`src/hdl/extent_runlist_decoder_unit_defines.svh`:
```
// assertion macros for the extent run-list decoder, used by erld_outq
// no dependencies
`ifndef EXTENT_RUNLIST_DECODER_UNIT_DEFINES_SVH
`define EXTENT_RUNLIST_DECODER_UNIT_DEFINES_SVH

// concurrent check: condition implies consequence in the same cycle
`define ERLD_ASSERT_SAME(label, clk, rstn, cond, cons) \
    label: assert property (@(posedge clk) disable iff (!rstn) (cond) |-> (cons)) \
        else $error("erld check failed");

// concurrent check: condition implies consequence in the next cycle
`define ERLD_ASSERT_NEXT(label, clk, rstn, cond, cons) \
    label: assert property (@(posedge clk) disable iff (!rstn) (cond) |=> (cons)) \
        else $error("erld check failed");

`endif

```
`src/hdl/erld_pkg.sv`:
```
// types and constants of the extent run-list decoder
// no dependencies
package erld_pkg;

    localparam int WORD_BYTES = 8;
    localparam int QUEUE_DEPTH = 4;
    localparam logic [15:0] MAX_RUNS_RESET = 16'd2000;

    typedef enum logic [1:0] {
        ST_RUN  = 2'd0,
        ST_END  = 2'd1,
        ST_SRC  = 2'd2,
        ST_FULL = 2'd3
    } run_status_t;

    typedef struct packed {
        logic        run_valid;
        logic [63:0] run_length;
        logic [63:0] run_start;
        logic        tail_valid;
        run_status_t tail_status;
    } result_entry_t;

endpackage

```
`src/hdl/erld_core.sv`:
```
// run-list decode state: header parsing, field gathering, start accumulation
// depends on erld_pkg
module erld_core import erld_pkg::*; #(
    parameter int MAX_FIELD_BYTES = 8
) (
    input  logic          aclk,
    input  logic          aresetn,
    input  logic          cfg_wr_en,
    input  logic [15:0]   cfg_wr_data,
    input  logic          in_accept,
    input  logic [7:0]    in_byte,
    input  logic          in_first,
    input  logic          in_last,
    output logic          res_wr_en,
    output result_entry_t res_entry
);

    typedef enum logic [1:0] {
        PH_HEADER = 2'd0,
        PH_LENGTH = 2'd1,
        PH_OFFSET = 2'd2,
        PH_DONE   = 2'd3
    } phase_t;

    localparam logic [3:0] KEPT_MAX = 4'(MAX_FIELD_BYTES);

    phase_t      phase_reg, phase_next;
    logic [3:0]  len_left_reg, len_left_next;
    logic [3:0]  off_left_reg, off_left_next;
    logic [3:0]  off_width_reg, off_width_next;
    logic [3:0]  pos_reg, pos_next;
    logic [63:0] len_acc_reg, len_acc_next;
    logic [63:0] off_acc_reg, off_acc_next;
    logic [63:0] prev_reg, prev_next;
    logic [15:0] runs_reg, runs_next;
    logic [15:0] max_runs_reg;
    logic        fin;
    logic [63:0] delta;

    function automatic logic [63:0] sign_extend(input logic [63:0] d, input logic [3:0] w);
        logic [63:0] r;
        r = d;
        for (int i = 1; i < WORD_BYTES; i++) begin
            if (w == 4'(i) && d[i*8-1]) begin
                r = d | ~((64'd1 << (i * 8)) - 64'd1);
            end
        end
        return r;
    endfunction

    always_comb begin
        phase_next     = phase_reg;
        len_left_next  = len_left_reg;
        off_left_next  = off_left_reg;
        off_width_next = off_width_reg;
        pos_next       = pos_reg;
        len_acc_next   = len_acc_reg;
        off_acc_next   = off_acc_reg;
        prev_next      = prev_reg;
        runs_next      = runs_reg;
        res_entry      = '0;
        fin            = 1'b0;
        delta          = '0;

        if (in_first) begin
            phase_next     = PH_HEADER;
            len_left_next  = '0;
            off_left_next  = '0;
            off_width_next = '0;
            pos_next       = '0;
            len_acc_next   = '0;
            off_acc_next   = '0;
            prev_next      = '0;
            runs_next      = '0;
        end

        case (phase_next)
            PH_HEADER: begin
                if (runs_next >= max_runs_reg) begin
                    phase_next            = PH_DONE;
                    res_entry.tail_valid  = 1'b1;
                    res_entry.tail_status = ST_FULL;
                end else if (in_byte == 8'd0) begin
                    phase_next            = PH_DONE;
                    res_entry.tail_valid  = 1'b1;
                    res_entry.tail_status = ST_END;
                end else if (in_last) begin
                    phase_next            = PH_DONE;
                    res_entry.tail_valid  = 1'b1;
                    res_entry.tail_status = ST_SRC;
                end else begin
                    len_left_next  = in_byte[3:0];
                    off_left_next  = in_byte[7:4];
                    off_width_next = (in_byte[7:4] < KEPT_MAX) ? in_byte[7:4] : KEPT_MAX;
                    pos_next       = '0;
                    len_acc_next   = '0;
                    off_acc_next   = '0;
                    phase_next     = (in_byte[3:0] != 4'd0) ? PH_LENGTH : PH_OFFSET;
                end
            end
            PH_LENGTH: begin
                for (int i = 0; i < MAX_FIELD_BYTES; i++) begin
                    if (pos_next == 4'(i)) begin
                        len_acc_next[i*8 +: 8] = len_acc_next[i*8 +: 8] | in_byte;
                    end
                end
                pos_next      = pos_next + 4'd1;
                len_left_next = len_left_next - 4'd1;
                if (len_left_next == 4'd0 && off_left_next == 4'd0) begin
                    fin = 1'b1;
                end else begin
                    if (len_left_next == 4'd0) begin
                        pos_next   = '0;
                        phase_next = PH_OFFSET;
                    end
                    if (in_last) begin
                        phase_next            = PH_DONE;
                        res_entry.tail_valid  = 1'b1;
                        res_entry.tail_status = ST_SRC;
                    end
                end
            end
            PH_OFFSET: begin
                for (int i = 0; i < MAX_FIELD_BYTES; i++) begin
                    if (pos_next == 4'(i)) begin
                        off_acc_next[i*8 +: 8] = off_acc_next[i*8 +: 8] | in_byte;
                    end
                end
                pos_next      = pos_next + 4'd1;
                off_left_next = off_left_next - 4'd1;
                if (off_left_next == 4'd0) begin
                    fin = 1'b1;
                end else if (in_last) begin
                    phase_next            = PH_DONE;
                    res_entry.tail_valid  = 1'b1;
                    res_entry.tail_status = ST_SRC;
                end
            end
            default: begin
            end
        endcase

        if (fin) begin
            delta                = sign_extend(off_acc_next, off_width_next);
            prev_next            = prev_next + delta;
            res_entry.run_valid  = 1'b1;
            res_entry.run_length = len_acc_next;
            res_entry.run_start  = prev_next;
            runs_next            = runs_next + 16'd1;
            if (runs_next >= max_runs_reg) begin
                phase_next            = PH_DONE;
                res_entry.tail_valid  = 1'b1;
                res_entry.tail_status = ST_FULL;
            end else if (in_last) begin
                phase_next            = PH_DONE;
                res_entry.tail_valid  = 1'b1;
                res_entry.tail_status = ST_SRC;
            end else begin
                phase_next = PH_HEADER;
            end
        end

        res_wr_en = in_accept && (res_entry.run_valid || res_entry.tail_valid);
    end

    always_ff @(posedge aclk) begin
        if (!aresetn) begin
            phase_reg     <= PH_HEADER;
            len_left_reg  <= '0;
            off_left_reg  <= '0;
            off_width_reg <= '0;
            pos_reg       <= '0;
            len_acc_reg   <= '0;
            off_acc_reg   <= '0;
            prev_reg      <= '0;
            runs_reg      <= '0;
            max_runs_reg  <= MAX_RUNS_RESET;
        end else begin
            if (cfg_wr_en) begin
                max_runs_reg <= cfg_wr_data;
            end
            if (in_accept) begin
                phase_reg     <= phase_next;
                len_left_reg  <= len_left_next;
                off_left_reg  <= off_left_next;
                off_width_reg <= off_width_next;
                pos_reg       <= pos_next;
                len_acc_reg   <= len_acc_next;
                off_acc_reg   <= off_acc_next;
                prev_reg      <= prev_next;
                runs_reg      <= runs_next;
            end
        end
    end

endmodule

```
`src/hdl/erld_outq.sv`:
```
// result queue: holds decoded entries and expands each into one or two output words
// depends on erld_pkg and extent_runlist_decoder_unit_defines.svh
`include "extent_runlist_decoder_unit_defines.svh"

module erld_outq import erld_pkg::*; (
    input  logic          aclk,
    input  logic          aresetn,
    input  logic          wr_en,
    input  result_entry_t wr_entry,
    output logic          not_full,
    output logic          m_tvalid,
    input  logic          m_tready,
    output logic [127:0]  m_tdata,   // run_length, run_start
    output logic [1:0]    m_tuser,   // status
    output logic          m_tlast    // final_result
);

    localparam int PTR_W = $clog2(QUEUE_DEPTH);
    localparam int CNT_W = $clog2(QUEUE_DEPTH + 1);
    localparam logic [CNT_W-1:0] DEPTH_CNT = CNT_W'(QUEUE_DEPTH);

    result_entry_t      mem [QUEUE_DEPTH];
    logic [PTR_W-1:0]   wr_ptr_reg, rd_ptr_reg;
    logic [CNT_W-1:0]   count_reg, count_next;
    logic [CNT_W-1:0]   count_inc;
    logic               half_reg, half_next;
    result_entry_t      head;
    logic               head_pair;
    logic               show_run;
    logic               out_fire;
    logic               pop;

    assign head      = mem[rd_ptr_reg];
    assign head_pair = head.run_valid && head.tail_valid;
    assign count_inc = count_reg + CNT_W'(1);
    assign not_full  = (count_reg != DEPTH_CNT);
    assign m_tvalid  = (count_reg != '0);
    assign show_run  = head.run_valid && !half_reg;
    assign out_fire  = m_tvalid && m_tready;
    assign pop       = out_fire && !(show_run && head.tail_valid);

    always_comb begin
        if (show_run) begin
            m_tdata = {head.run_start, head.run_length};
            m_tuser = ST_RUN;
            m_tlast = 1'b0;
        end else begin
            m_tdata = '0;
            m_tuser = head.tail_status;
            m_tlast = 1'b1;
        end
        count_next = count_reg + CNT_W'(wr_en) - CNT_W'(pop);
        half_next  = half_reg;
        if (pop) begin
            half_next = 1'b0;
        end else if (out_fire) begin
            half_next = 1'b1;
        end
    end

    always_ff @(posedge aclk) begin
        if (wr_en) begin
            mem[wr_ptr_reg] <= wr_entry;
        end
    end

    always_ff @(posedge aclk) begin
        if (!aresetn) begin
            wr_ptr_reg <= '0;
            rd_ptr_reg <= '0;
            count_reg  <= '0;
            half_reg   <= 1'b0;
        end else begin
            if (wr_en) begin
                wr_ptr_reg <= wr_ptr_reg + PTR_W'(1);
            end
            if (pop) begin
                rd_ptr_reg <= rd_ptr_reg + PTR_W'(1);
            end
            count_reg <= count_next;
            half_reg  <= half_next;
        end
    end

    `ERLD_ASSERT_SAME(a_no_push_full, aclk, aresetn, wr_en, count_reg != DEPTH_CNT)
    `ERLD_ASSERT_SAME(a_half_needs_pair, aclk, aresetn, half_reg, m_tvalid && head_pair)
    `ERLD_ASSERT_NEXT(a_count_push, aclk, aresetn, wr_en && !pop, count_reg == $past(count_inc))

endmodule

```
`src/hdl/extent_runlist_decoder_unit.sv`:
```
// Extent run-list decoder, top level: takes one run-list byte per cycle and
// returns decoded runs and list status. Uses erld_pkg, erld_core, erld_outq.
//
// One byte is accepted every cycle while the four-entry result queue has room.
// A byte's results are queued when it is taken, then leave on the master side;
// a byte that both completes a run and ends the list fills one queue entry and
// gives two words, sent as two handshakes in order. With m_tready held high the
// queue never fills and s_tready stays high; s_tready drops only while the queue
// is full under master-side back-pressure. max_runs is written through
// cfg_wr_en/cfg_wr_data and resets to 2000.
module extent_runlist_decoder_unit import erld_pkg::*; #(
    parameter int MAX_FIELD_BYTES = 8
) (
    input  logic          aclk,
    input  logic          aresetn,
    input  logic          cfg_wr_en,
    input  logic [15:0]   cfg_wr_data,   // max_runs
    input  logic          s_tvalid,
    output logic          s_tready,
    input  logic [7:0]    s_tdata,       // data_byte
    input  logic          s_tuser,       // first_byte
    input  logic          s_tlast,       // last_byte
    output logic          m_tvalid,
    input  logic          m_tready,
    output logic [127:0]  m_tdata,       // run_length, run_start
    output logic [1:0]    m_tuser,       // status
    output logic          m_tlast        // final_result
);

    logic          in_accept;
    logic          res_wr_en;
    result_entry_t res_entry;
    logic          q_not_full;

    assign s_tready  = q_not_full;
    assign in_accept = s_tvalid && q_not_full;

    erld_core #(
        .MAX_FIELD_BYTES(MAX_FIELD_BYTES)
    ) u_core (
        .aclk       (aclk),
        .aresetn    (aresetn),
        .cfg_wr_en  (cfg_wr_en),
        .cfg_wr_data(cfg_wr_data),
        .in_accept  (in_accept),
        .in_byte    (s_tdata),
        .in_first   (s_tuser),
        .in_last    (s_tlast),
        .res_wr_en  (res_wr_en),
        .res_entry  (res_entry)
    );

    erld_outq u_outq (
        .aclk    (aclk),
        .aresetn (aresetn),
        .wr_en   (res_wr_en),
        .wr_entry(res_entry),
        .not_full(q_not_full),
        .m_tvalid(m_tvalid),
        .m_tready(m_tready),
        .m_tdata (m_tdata),
        .m_tuser (m_tuser),
        .m_tlast (m_tlast)
    );

endmodule

```
`config.mk`:
```
export PLATFORM = sky130hd
export DESIGN_NAME = extent_runlist_decoder_unit
export DESIGN_NICKNAME = d
export VERILOG_FILES = /design/src/hdl/erld_pkg.sv /design/src/hdl/erld_core.sv /design/src/hdl/erld_outq.sv /design/src/hdl/extent_runlist_decoder_unit.sv
export VERILOG_INCLUDE_DIRS = /design/src /design/src/hdl
export SDC_FILE = /design/constraint.sdc
export NUM_CORES = 1
export LEC_CHECK = 0
export ABC_AREA = 1
export BUFFER_PORTS_ARGS = -buffer_cell sky130_fd_sc_hd__buf_2
export CAP_MARGIN = 20
export CORE_MARGIN = 3
export CORE_UTILIZATION = 60
export DETAILED_ROUTE_END_ITERATION = 16
export PLACE_DENSITY = 0.78
export SLEW_MARGIN = 20
export SYNTH_ARGS = -nofsm -noshare
export SYNTH_HDL_FRONTEND = slang
export SYNTH_SLANG_ARGS = --single-unit
```
`constraint.sdc`:
```
create_clock -name aclk -period 18.99 [get_ports aclk]
set_input_delay 0 -clock aclk [delete_from_list [all_inputs] [get_ports aclk]]
set_output_delay 0 -clock aclk [all_outputs]
set_load 0.01 [all_outputs]
```
==> impl_metrics.xml, run 1 <==
<?xml version="1.0" encoding="UTF-8"?>
<metrics>
  <group name="run_status">
    <metric name="run_status" unit="">finished clean</metric>
  </group>
  <group name="global_routing">
    <metric name="grt_start_max_net_pins" unit="">193</metric>
    <metric name="track_usage" unit="%">31.2</metric>
    <metric name="grt_pass1_vias" unit="">32600</metric>
    <metric name="wire_length_of_the_first_global_routing_pass" unit="mm">177</metric>
    <metric name="grt.overflow.total" unit="">0</metric>
    <metric name="antenna_found_initial" unit="">6</metric>
  </group>
  <group name="power">
    <metric name="vdd_drop_max" unit="µV">89.2</metric>
    <metric name="design_power_total" unit="mW">5.05</metric>
    <metric name="cellLeakagePower" unit="nW">19.4</metric>
    <metric name="p_per_area" unit="mW/mm²">111</metric>
  </group>
  <group name="synthesis">
    <metric name="synth.distinct_cells" unit="">56</metric>
    <metric name="synth_top_family_by_area" unit="">compound AO/OA/AOI/OAI gates</metric>
    <metric name="yosys_warnings" unit="">0</metric>
    <metric name="postSynthRegisterBits" unit="">780</metric>
    <metric name="synth-seq-area-share" unit="%">51.0</metric>
    <metric name="synth_largest_area_cell" unit="">edfxtp_1</metric>
    <metric name="synth_xor_xnor_area_share" unit="%">0.598</metric>
    <metric name="synth_top_cell_area_share" unit="%">38.7</metric>
    <metric name="post_synth_and_or_nand_nor_area_fraction" unit="%">17.7</metric>
    <metric name="synth_mux_area_share" unit="%">0</metric>
    <metric name="netlist_instances" unit="">5035</metric>
    <metric name="synth.cell_area" unit="mm²">0.0410</metric>
    <metric name="synth.area.top_cells" unit="">edfxtp_1 39%, dfxtp_1 12%, nor2_1 9.8%, o21ai_0 7.3%, a21oi_1 6.1%</metric>
    <metric name="syn-mean-instance-area" unit="µm²">8.14</metric>
    <metric name="asyncSetResetFlopFracSynth" unit="%">0</metric>
    <metric name="synth-edff-count" unit="">528</metric>
    <metric name="synth_ff_type" unit="">edfxtp_1</metric>
    <metric name="synth_nets" unit="">5181</metric>
    <metric name="synth-compound-area-share" unit="%">18.6</metric>
    <metric name="synthAdderAreaFrac" unit="%">3.55</metric>
  </group>
  <group name="cells_and_area">
    <metric name="postLayoutCoreUtil" unit="%">67.5</metric>
    <metric name="register_area" unit="mm²">0.0209</metric>
    <metric name="post_route_cells_drive_above_1_share" unit="%">7.72</metric>
    <metric name="final_net_count" unit="">5231</metric>
    <metric name="syn2layout_area_growth" unit="%">10.9</metric>
    <metric name="num-fill-cells" unit="">5270</metric>
    <metric name="final_cell_count_no_fill" unit="">6030</metric>
    <metric name="largest-register" unit="">u_outq.mem</metric>
    <metric name="largest_reg_flops" unit="">528</metric>
    <metric name="area_of_the_multi_input_gates" unit="mm²">0.0166</metric>
    <metric name="final_area" unit="mm²">0.0455</metric>
  </group>
  <group name="timing">
    <metric name="drv_slew" unit="">0</metric>
    <metric name="worst_clock_skew" unit="ns">0.0227</metric>
    <metric name="final_worst_setup_slack" unit="ns">12.19</metric>
    <metric name="grt_setup_unrepaired" unit="">no</metric>
    <metric name="timing_hold_violations_final" unit="">0</metric>
    <metric name="worst_slew_margin_rel" unit="%">25.7</metric>
    <metric name="maximum_clock_frequency" unit="GHz">0.147</metric>
    <metric name="min_period_over_period" unit="%">35.8</metric>
    <metric name="timing.hold.ws" unit="ns">0.0520</metric>
    <metric name="setup-tns-final" unit="ns">0</metric>
    <metric name="timing_worst_slew_pin_value" unit="ns">1.11</metric>
    <metric name="setup_viol" unit="">0</metric>
    <metric name="period_minus_slack" unit="ns">6.80</metric>
  </group>
  <group name="die">
    <metric name="fp.dieArea" unit="mm²">0.0715</metric>
    <metric name="fp.dieW" unit="µm">267</metric>
    <metric name="core-area" unit="mm²">0.0674</metric>
    <metric name="chipHeight" unit="µm">267</metric>
    <metric name="design.portCount" unit="">164</metric>
    <metric name="row_count" unit="">95</metric>
    <metric name="start_util" unit="%">60.8</metric>
  </group>
  <group name="clocking">
    <metric name="longest_clk_path_bufs" unit="">3</metric>
    <metric name="tritoncts.num_buffers" unit="">81</metric>
    <metric name="cts_resized" unit="">0</metric>
    <metric name="clock_latency_late_sink" unit="ns">0.63</metric>
    <metric name="cts_root_buf" unit="">clkbuf_16</metric>
    <metric name="cts_htree_levels" unit="">3</metric>
    <metric name="postCtsHoldBufs" unit="">48</metric>
    <metric name="cts_tree" unit="">built</metric>
    <metric name="cts_setup_buffers" unit="">0</metric>
    <metric name="clock_sink_count" unit="">780</metric>
    <metric name="clkTransAtPathRegs" unit="ns">0.06</metric>
  </group>
  <group name="placement">
    <metric name="pre_cts_ws" unit="ns">12.28</metric>
    <metric name="finalWeightedCongestion" unit="">0.985</metric>
    <metric name="portBuffers" unit="">163</metric>
    <metric name="dp_hpwl" unit="mm">72.0</metric>
    <metric name="placed_cell_area" unit="mm²">0.0422</metric>
    <metric name="place.detailed.instances" unit="">5827</metric>
  </group>
  <group name="worst_setup_path">
    <metric name="critPathLaunchType" unit="">flop</metric>
    <metric name="critical_path.slowest_cell" unit="">nor2_1</metric>
    <metric name="setup_slack_of_the_worst_register_to_register_path" unit="ns">12.19</metric>
    <metric name="crit_path_start" unit="">u_core.phase_reg[1]$_SDFFE_PN0P_</metric>
    <metric name="worst-setup-path-type" unit="">reg -&gt; reg</metric>
    <metric name="timing.critical_path.slowest_cell_delay" unit="ns">0.71</metric>
    <metric name="worst_r2r_startpoint" unit="">u_core.phase_reg[1]$_SDFFE_PN0P_</metric>
    <metric name="timing.critical_path.arrival" unit="ns">7.15</metric>
    <metric name="timing.critical_path.mode_cell" unit="">nand2_1</metric>
    <metric name="required" unit="ns">19.35</metric>
    <metric name="worstPathMaxFanout" unit="">62</metric>
    <metric name="worstSetupEndpointType" unit="">flop</metric>
  </group>
  <group name="worst_hold_path">
    <metric name="hold_path_class" unit="">in -&gt; reg</metric>
    <metric name="hold_start" unit="">s_tvalid</metric>
  </group>
  <group name="detailed_routing">
    <metric name="detail_route.wirelength" unit="mm">114</metric>
    <metric name="antenna_viol_nets_final" unit="">0</metric>
    <metric name="vias_per_cell" unit="">5.86</metric>
    <metric name="drt_iter0_drc" unit="">4320</metric>
    <metric name="pre_repair_dr_iteration_count" unit="">6</metric>
    <metric name="routed-via-count" unit="">35300</metric>
    <metric name="post_drt_wl_per_cell" unit="µm">18.9</metric>
    <metric name="detail_route.drc_violations" unit="">0</metric>
  </group>
  <group name="flow_run">
    <metric name="max-cap-violations" unit="">0</metric>
  </group>
</metrics>
-- area by class of cell --
class	instances	area share, %
antenna	3	0.0165
clock inverter	49	1.18
tap	873	2.40
sequential	780	46.0
multi-input combinational	3326	36.6
inverter	647	5.37
timing repair buffer	249	3.55
clock buffer	103	4.93
-- path summary, 6_finish.rpt --
| kind | end | cells past startpoint |
|---|---|---|
| worst max-delay path | u_outq.mem[3][59]$_DFFE_PP_ | 28 |
| worst min-delay path | u_core.prev_reg[2]$_SDFFE_PN0P_ | 3 |
| worst max register to register | u_outq.mem[3][59]$_DFFE_PP_ | 28 |
| worst min register to register | u_core.runs_reg[13]$_SDFFE_PN0P_ | 2 |
-- power by group --
part | switching (mW) | internal [mW]
Sequential | 0.0852 | 1.96
Clock | 0.678 | 0.967
Combinational | 0.944 | 0.418
-- logic make-up after synthesis --
kind of cell | Yosys count
xor+xnor | 28
flops | 780
simple gates | 1809
compound gates | 1374
fa+ha+maj | 115
buf+inv | 929
-- critical path, delay by kind of cell (launching register included) --
kind / cells / cell delay (ns)
fa+ha+maj: 2 / 0.88
buf+inv: 6 / 1.10
compound gates: 8 / 1.81
simple gates: 12 / 2.32
flops: 1 / 0.33
-- cells in the final DEF (no fill, tap or decap), types with 39 or more instances in the layout --
master	instances
o211ai_1	65
dfxtp_1	250
inv_1	623
ha_1	112
buf_2	161
clkbuf_16	84
o221ai_1	39
edfxtp_1	528
o21ai_0	596
nor2_1	1060
nand3_1	119
dlygate4sd3_1	48
a31oi_1	48
nand2_1	526
a21oi_1	496
-- cell usage after synthesis (17+ instances only) --
| master | number |
|---|---|
| nor2_1 | 1066 |
| inv_1 | 627 |
| o21ai_0 | 596 |
| edfxtp_1 | 528 |
| nand2_1 | 528 |
| a21oi_1 | 496 |
| dfxtp_1 | 252 |
| clkbuf_1 | 210 |
| nand3_1 | 119 |
| ha_1 | 113 |
| o211ai_1 | 65 |
| a31oi_1 | 48 |
| buf_1 | 44 |
| o221ai_1 | 39 |
| a22oi_1 | 38 |
| a221oi_1 | 27 |
| buf_2 | 25 |
| xor2_1 | 19 |
| nor3_1 | 18 |
| nand4_1 | 17 |
-- layer usage --
metal | track usage, % | part of all wire, %
met5 | 0 | 0.033
met4 | 11.5 | 3.2
met3 | 4.12 | 7.9
met2 | 50.5 | 46
met1 | 43.3 | 42
(Power assumes the default switching activity.)
==> run 2: changes to the inputs <==
==> constraint.sdc (replaced) <==
create_clock -name aclk -period 6.7 [get_ports aclk]
set_input_delay 0 -clock aclk [delete_from_list [all_inputs] [get_ports aclk]]
set_output_delay 0 -clock aclk [all_outputs]
set_load 0.01 [all_outputs]
==> impl_metrics.xml, run 2 (same netlist as run 1, synthesis figures left out) <==
<?xml version="1.0" encoding="UTF-8"?>
<metrics>
  <group name="clocking">
    <metric name="cts_root_buf" unit="">clkbuf_16</metric>
    <metric name="cts_tree" unit="">built</metric>
    <metric name="longest_clk_path_bufs" unit="">3</metric>
    <metric name="clock_sink_count" unit="">780</metric>
    <metric name="clock_latency_late_sink" unit="ns">0.64</metric>
    <metric name="cts_htree_levels" unit="">3</metric>
    <metric name="tritoncts.num_buffers" unit="">81</metric>
    <metric name="clkTransAtPathRegs" unit="ns">0.07</metric>
  </group>
  <group name="global_routing">
    <metric name="grt_pass1_vias" unit="">32900</metric>
    <metric name="track_usage" unit="%">31.6</metric>
    <metric name="grt_start_max_net_pins" unit="">182</metric>
    <metric name="wire_length_of_the_first_global_routing_pass" unit="mm">179</metric>
    <metric name="antenna_found_initial" unit="">2</metric>
    <metric name="grt.overflow.total" unit="">0</metric>
  </group>
  <group name="timing">
    <metric name="drv_slew" unit="">0</metric>
    <metric name="timing_hold_violations_final" unit="">0</metric>
    <metric name="period_minus_slack" unit="ns">6.21</metric>
    <metric name="worst_slew_margin_rel" unit="%">29.0</metric>
    <metric name="grt_setup_unrepaired" unit="">no</metric>
    <metric name="setup_viol" unit="">0</metric>
    <metric name="worst_clock_skew" unit="ns">0.0218</metric>
    <metric name="setup-tns-final" unit="ns">0</metric>
    <metric name="min_period_over_period" unit="%">92.7</metric>
    <metric name="timing_worst_slew_pin_value" unit="ns">1.06</metric>
    <metric name="maximum_clock_frequency" unit="GHz">0.161</metric>
  </group>
  <group name="worst_setup_path">
    <metric name="worst-setup-path-type" unit="">reg -&gt; reg</metric>
    <metric name="timing.critical_path.arrival" unit="ns">6.74</metric>
    <metric name="critPathLaunchType" unit="">flop</metric>
    <metric name="required" unit="ns">7.23</metric>
    <metric name="critical_path.slowest_cell" unit="">o21bai_2</metric>
    <metric name="worstPathMaxFanout" unit="">11</metric>
    <metric name="timing.critical_path.slowest_cell_delay" unit="ns">0.44</metric>
    <metric name="timing.critical_path.mode_cell" unit="">nand2_1</metric>
    <metric name="buffers_and_inverters_on_the_worst_path" unit="">8</metric>
    <metric name="worstSetupEndpointType" unit="">flop</metric>
    <metric name="cp_top_family" unit="">simple AND/OR/NAND/NOR gates</metric>
  </group>
  <group name="run_status">
    <metric name="run_status" unit="">finished clean</metric>
  </group>
  <group name="power">
    <metric name="vdd_drop_max" unit="µV">251</metric>
    <metric name="p_per_area" unit="mW/mm²">312</metric>
    <metric name="cellLeakagePower" unit="nW">19.4</metric>
    <metric name="design_power_total" unit="mW">14.2</metric>
  </group>
  <group name="detailed_routing">
    <metric name="vias_per_cell" unit="">5.88</metric>
    <metric name="detail_route.wirelength" unit="mm">115</metric>
    <metric name="antenna_viol_nets_final" unit="">0</metric>
    <metric name="routed-via-count" unit="">35500</metric>
    <metric name="drt_iter0_drc" unit="">4232</metric>
    <metric name="post_drt_wl_per_cell" unit="µm">19.0</metric>
    <metric name="pre_repair_dr_iteration_count" unit="">6</metric>
    <metric name="detail_route.drc_violations" unit="">0</metric>
  </group>
  <group name="cells_and_area">
    <metric name="final_cell_count_no_fill" unit="">6043</metric>
    <metric name="largest-register" unit="">u_outq.mem</metric>
    <metric name="commonest_cells_after_routing_fill_and_taps_aside" unit="">1060 x nor2_1, 623 x inv_1, 596 x o21ai_0, 528 x edfxtp_1, 526 x nand2_1</metric>
    <metric name="largest_reg_flops" unit="">528</metric>
    <metric name="final_net_count" unit="">5247</metric>
    <metric name="register_area" unit="mm²">0.0209</metric>
    <metric name="num-fill-cells" unit="">5356</metric>
    <metric name="final_area" unit="mm²">0.0456</metric>
    <metric name="syn2layout_area_growth" unit="%">11.1</metric>
    <metric name="post_route_cells_drive_above_1_share" unit="%">7.87</metric>
    <metric name="layout_commonest_cell" unit="">nor2_1</metric>
    <metric name="area_of_the_multi_input_gates" unit="mm²">0.0166</metric>
  </group>
  <group name="placement">
    <metric name="dp_hpwl" unit="mm">73.5</metric>
    <metric name="finalWeightedCongestion" unit="">1.05</metric>
    <metric name="placed_cell_area" unit="mm²">0.0424</metric>
    <metric name="portBuffers" unit="">163</metric>
    <metric name="place.detailed.instances" unit="">5841</metric>
  </group>
  <group name="die">
    <metric name="chipHeight" unit="µm">267</metric>
    <metric name="fp.dieW" unit="µm">267</metric>
    <metric name="row_count" unit="">95</metric>
    <metric name="core-area" unit="mm²">0.0674</metric>
    <metric name="fp.dieArea" unit="mm²">0.0715</metric>
    <metric name="design.portCount" unit="">164</metric>
    <metric name="start_util" unit="%">60.8</metric>
  </group>
  <group name="flow_run">
    <metric name="max-cap-violations" unit="">0</metric>
  </group>
  <group name="worst_hold_path">
    <metric name="hold_path_class" unit="">in -&gt; reg</metric>
  </group>
</metrics>
==> run 2: metrics by stage <==
step	worst slack (ns)	utilization [%]	hold slack, ns
after global placement	0.696	62.9	0.212
after global routing	0.000223	67.6	0.120
after CTS	0.398	67.6	0.0149
after floorplan	-1.87	-	0.122
final	0.490	67.6	0.0448
after detailed placement	0.441	62.9	0.216
==> run 2: layout make-up <==
cell class,count,share of cell area [%]
inverters,647,5.36
clock inverters,45,0.939
clock buffers,106,4.95
diodes,1,0.00549
well taps,873,2.40
repair buffers,265,3.98
flip-flops and latches,780,45.9
multi-input cells,3326,36.5
==> run 2: path summary, 6_finish.rpt <==
check | start | endpoint | slack [ns] | cells after the start
hold / removal | s_tlast | u_core.off_width_reg[0]$_SDFFE_PN0P_ | 0.04 | 6
hold reg to reg | u_outq.rd_ptr_reg[1]$_SDFFE_PN0P_ | flop | 0.46 | 2
setup / recovery | u_core.runs_reg[0]$_SDFFE_PN0P_ | u_core.prev_reg[49]$_SDFFE_PN0P_ | 0.49 | 38
setup reg to reg | u_core.runs_reg[0]$_SDFFE_PN0P_ | u_core.prev_reg[49]$_SDFFE_PN0P_ | 0.49 | 38
==> run 2: what timing repair did <==
action                                  CTS  global route
resized for setup                         0             1
endpoints found under the setup margin    0            44
setup buffers                             0             0
hold buffers                             50             0
hold endpoints to repair                 75             0
==> run 2: tightest hold or removal path, delay by kind of cell <==
family / cells / cell delay, ns
buf+inv: 2 / 0.22
compound gates: 1 / 0.14
simple gates: 3 / 0.28
==> run 2: report_power, final <==
| part | internal, mW | switching, mW | leakage, nW |
|---|---|---|---|
| combinational | 1.21 | 2.74 | 10.6 |
| sequential | 5.54 | 0.182 | 7.46 |
| clock | 2.59 | 1.94 | 1.30 |
==> run 2: per-layer routing <==
layer | vias up | routed length, µm | GRT usage, %
li1 | 17100 | - | -
met1 | 16700 | 48400 | 43.2
met2 | 1518 | 54000 | 51.9
met3 | 217 | 9150 | 4.53
met4 | 2 | 3400 | 10.6
met5 | - | 17 | 0
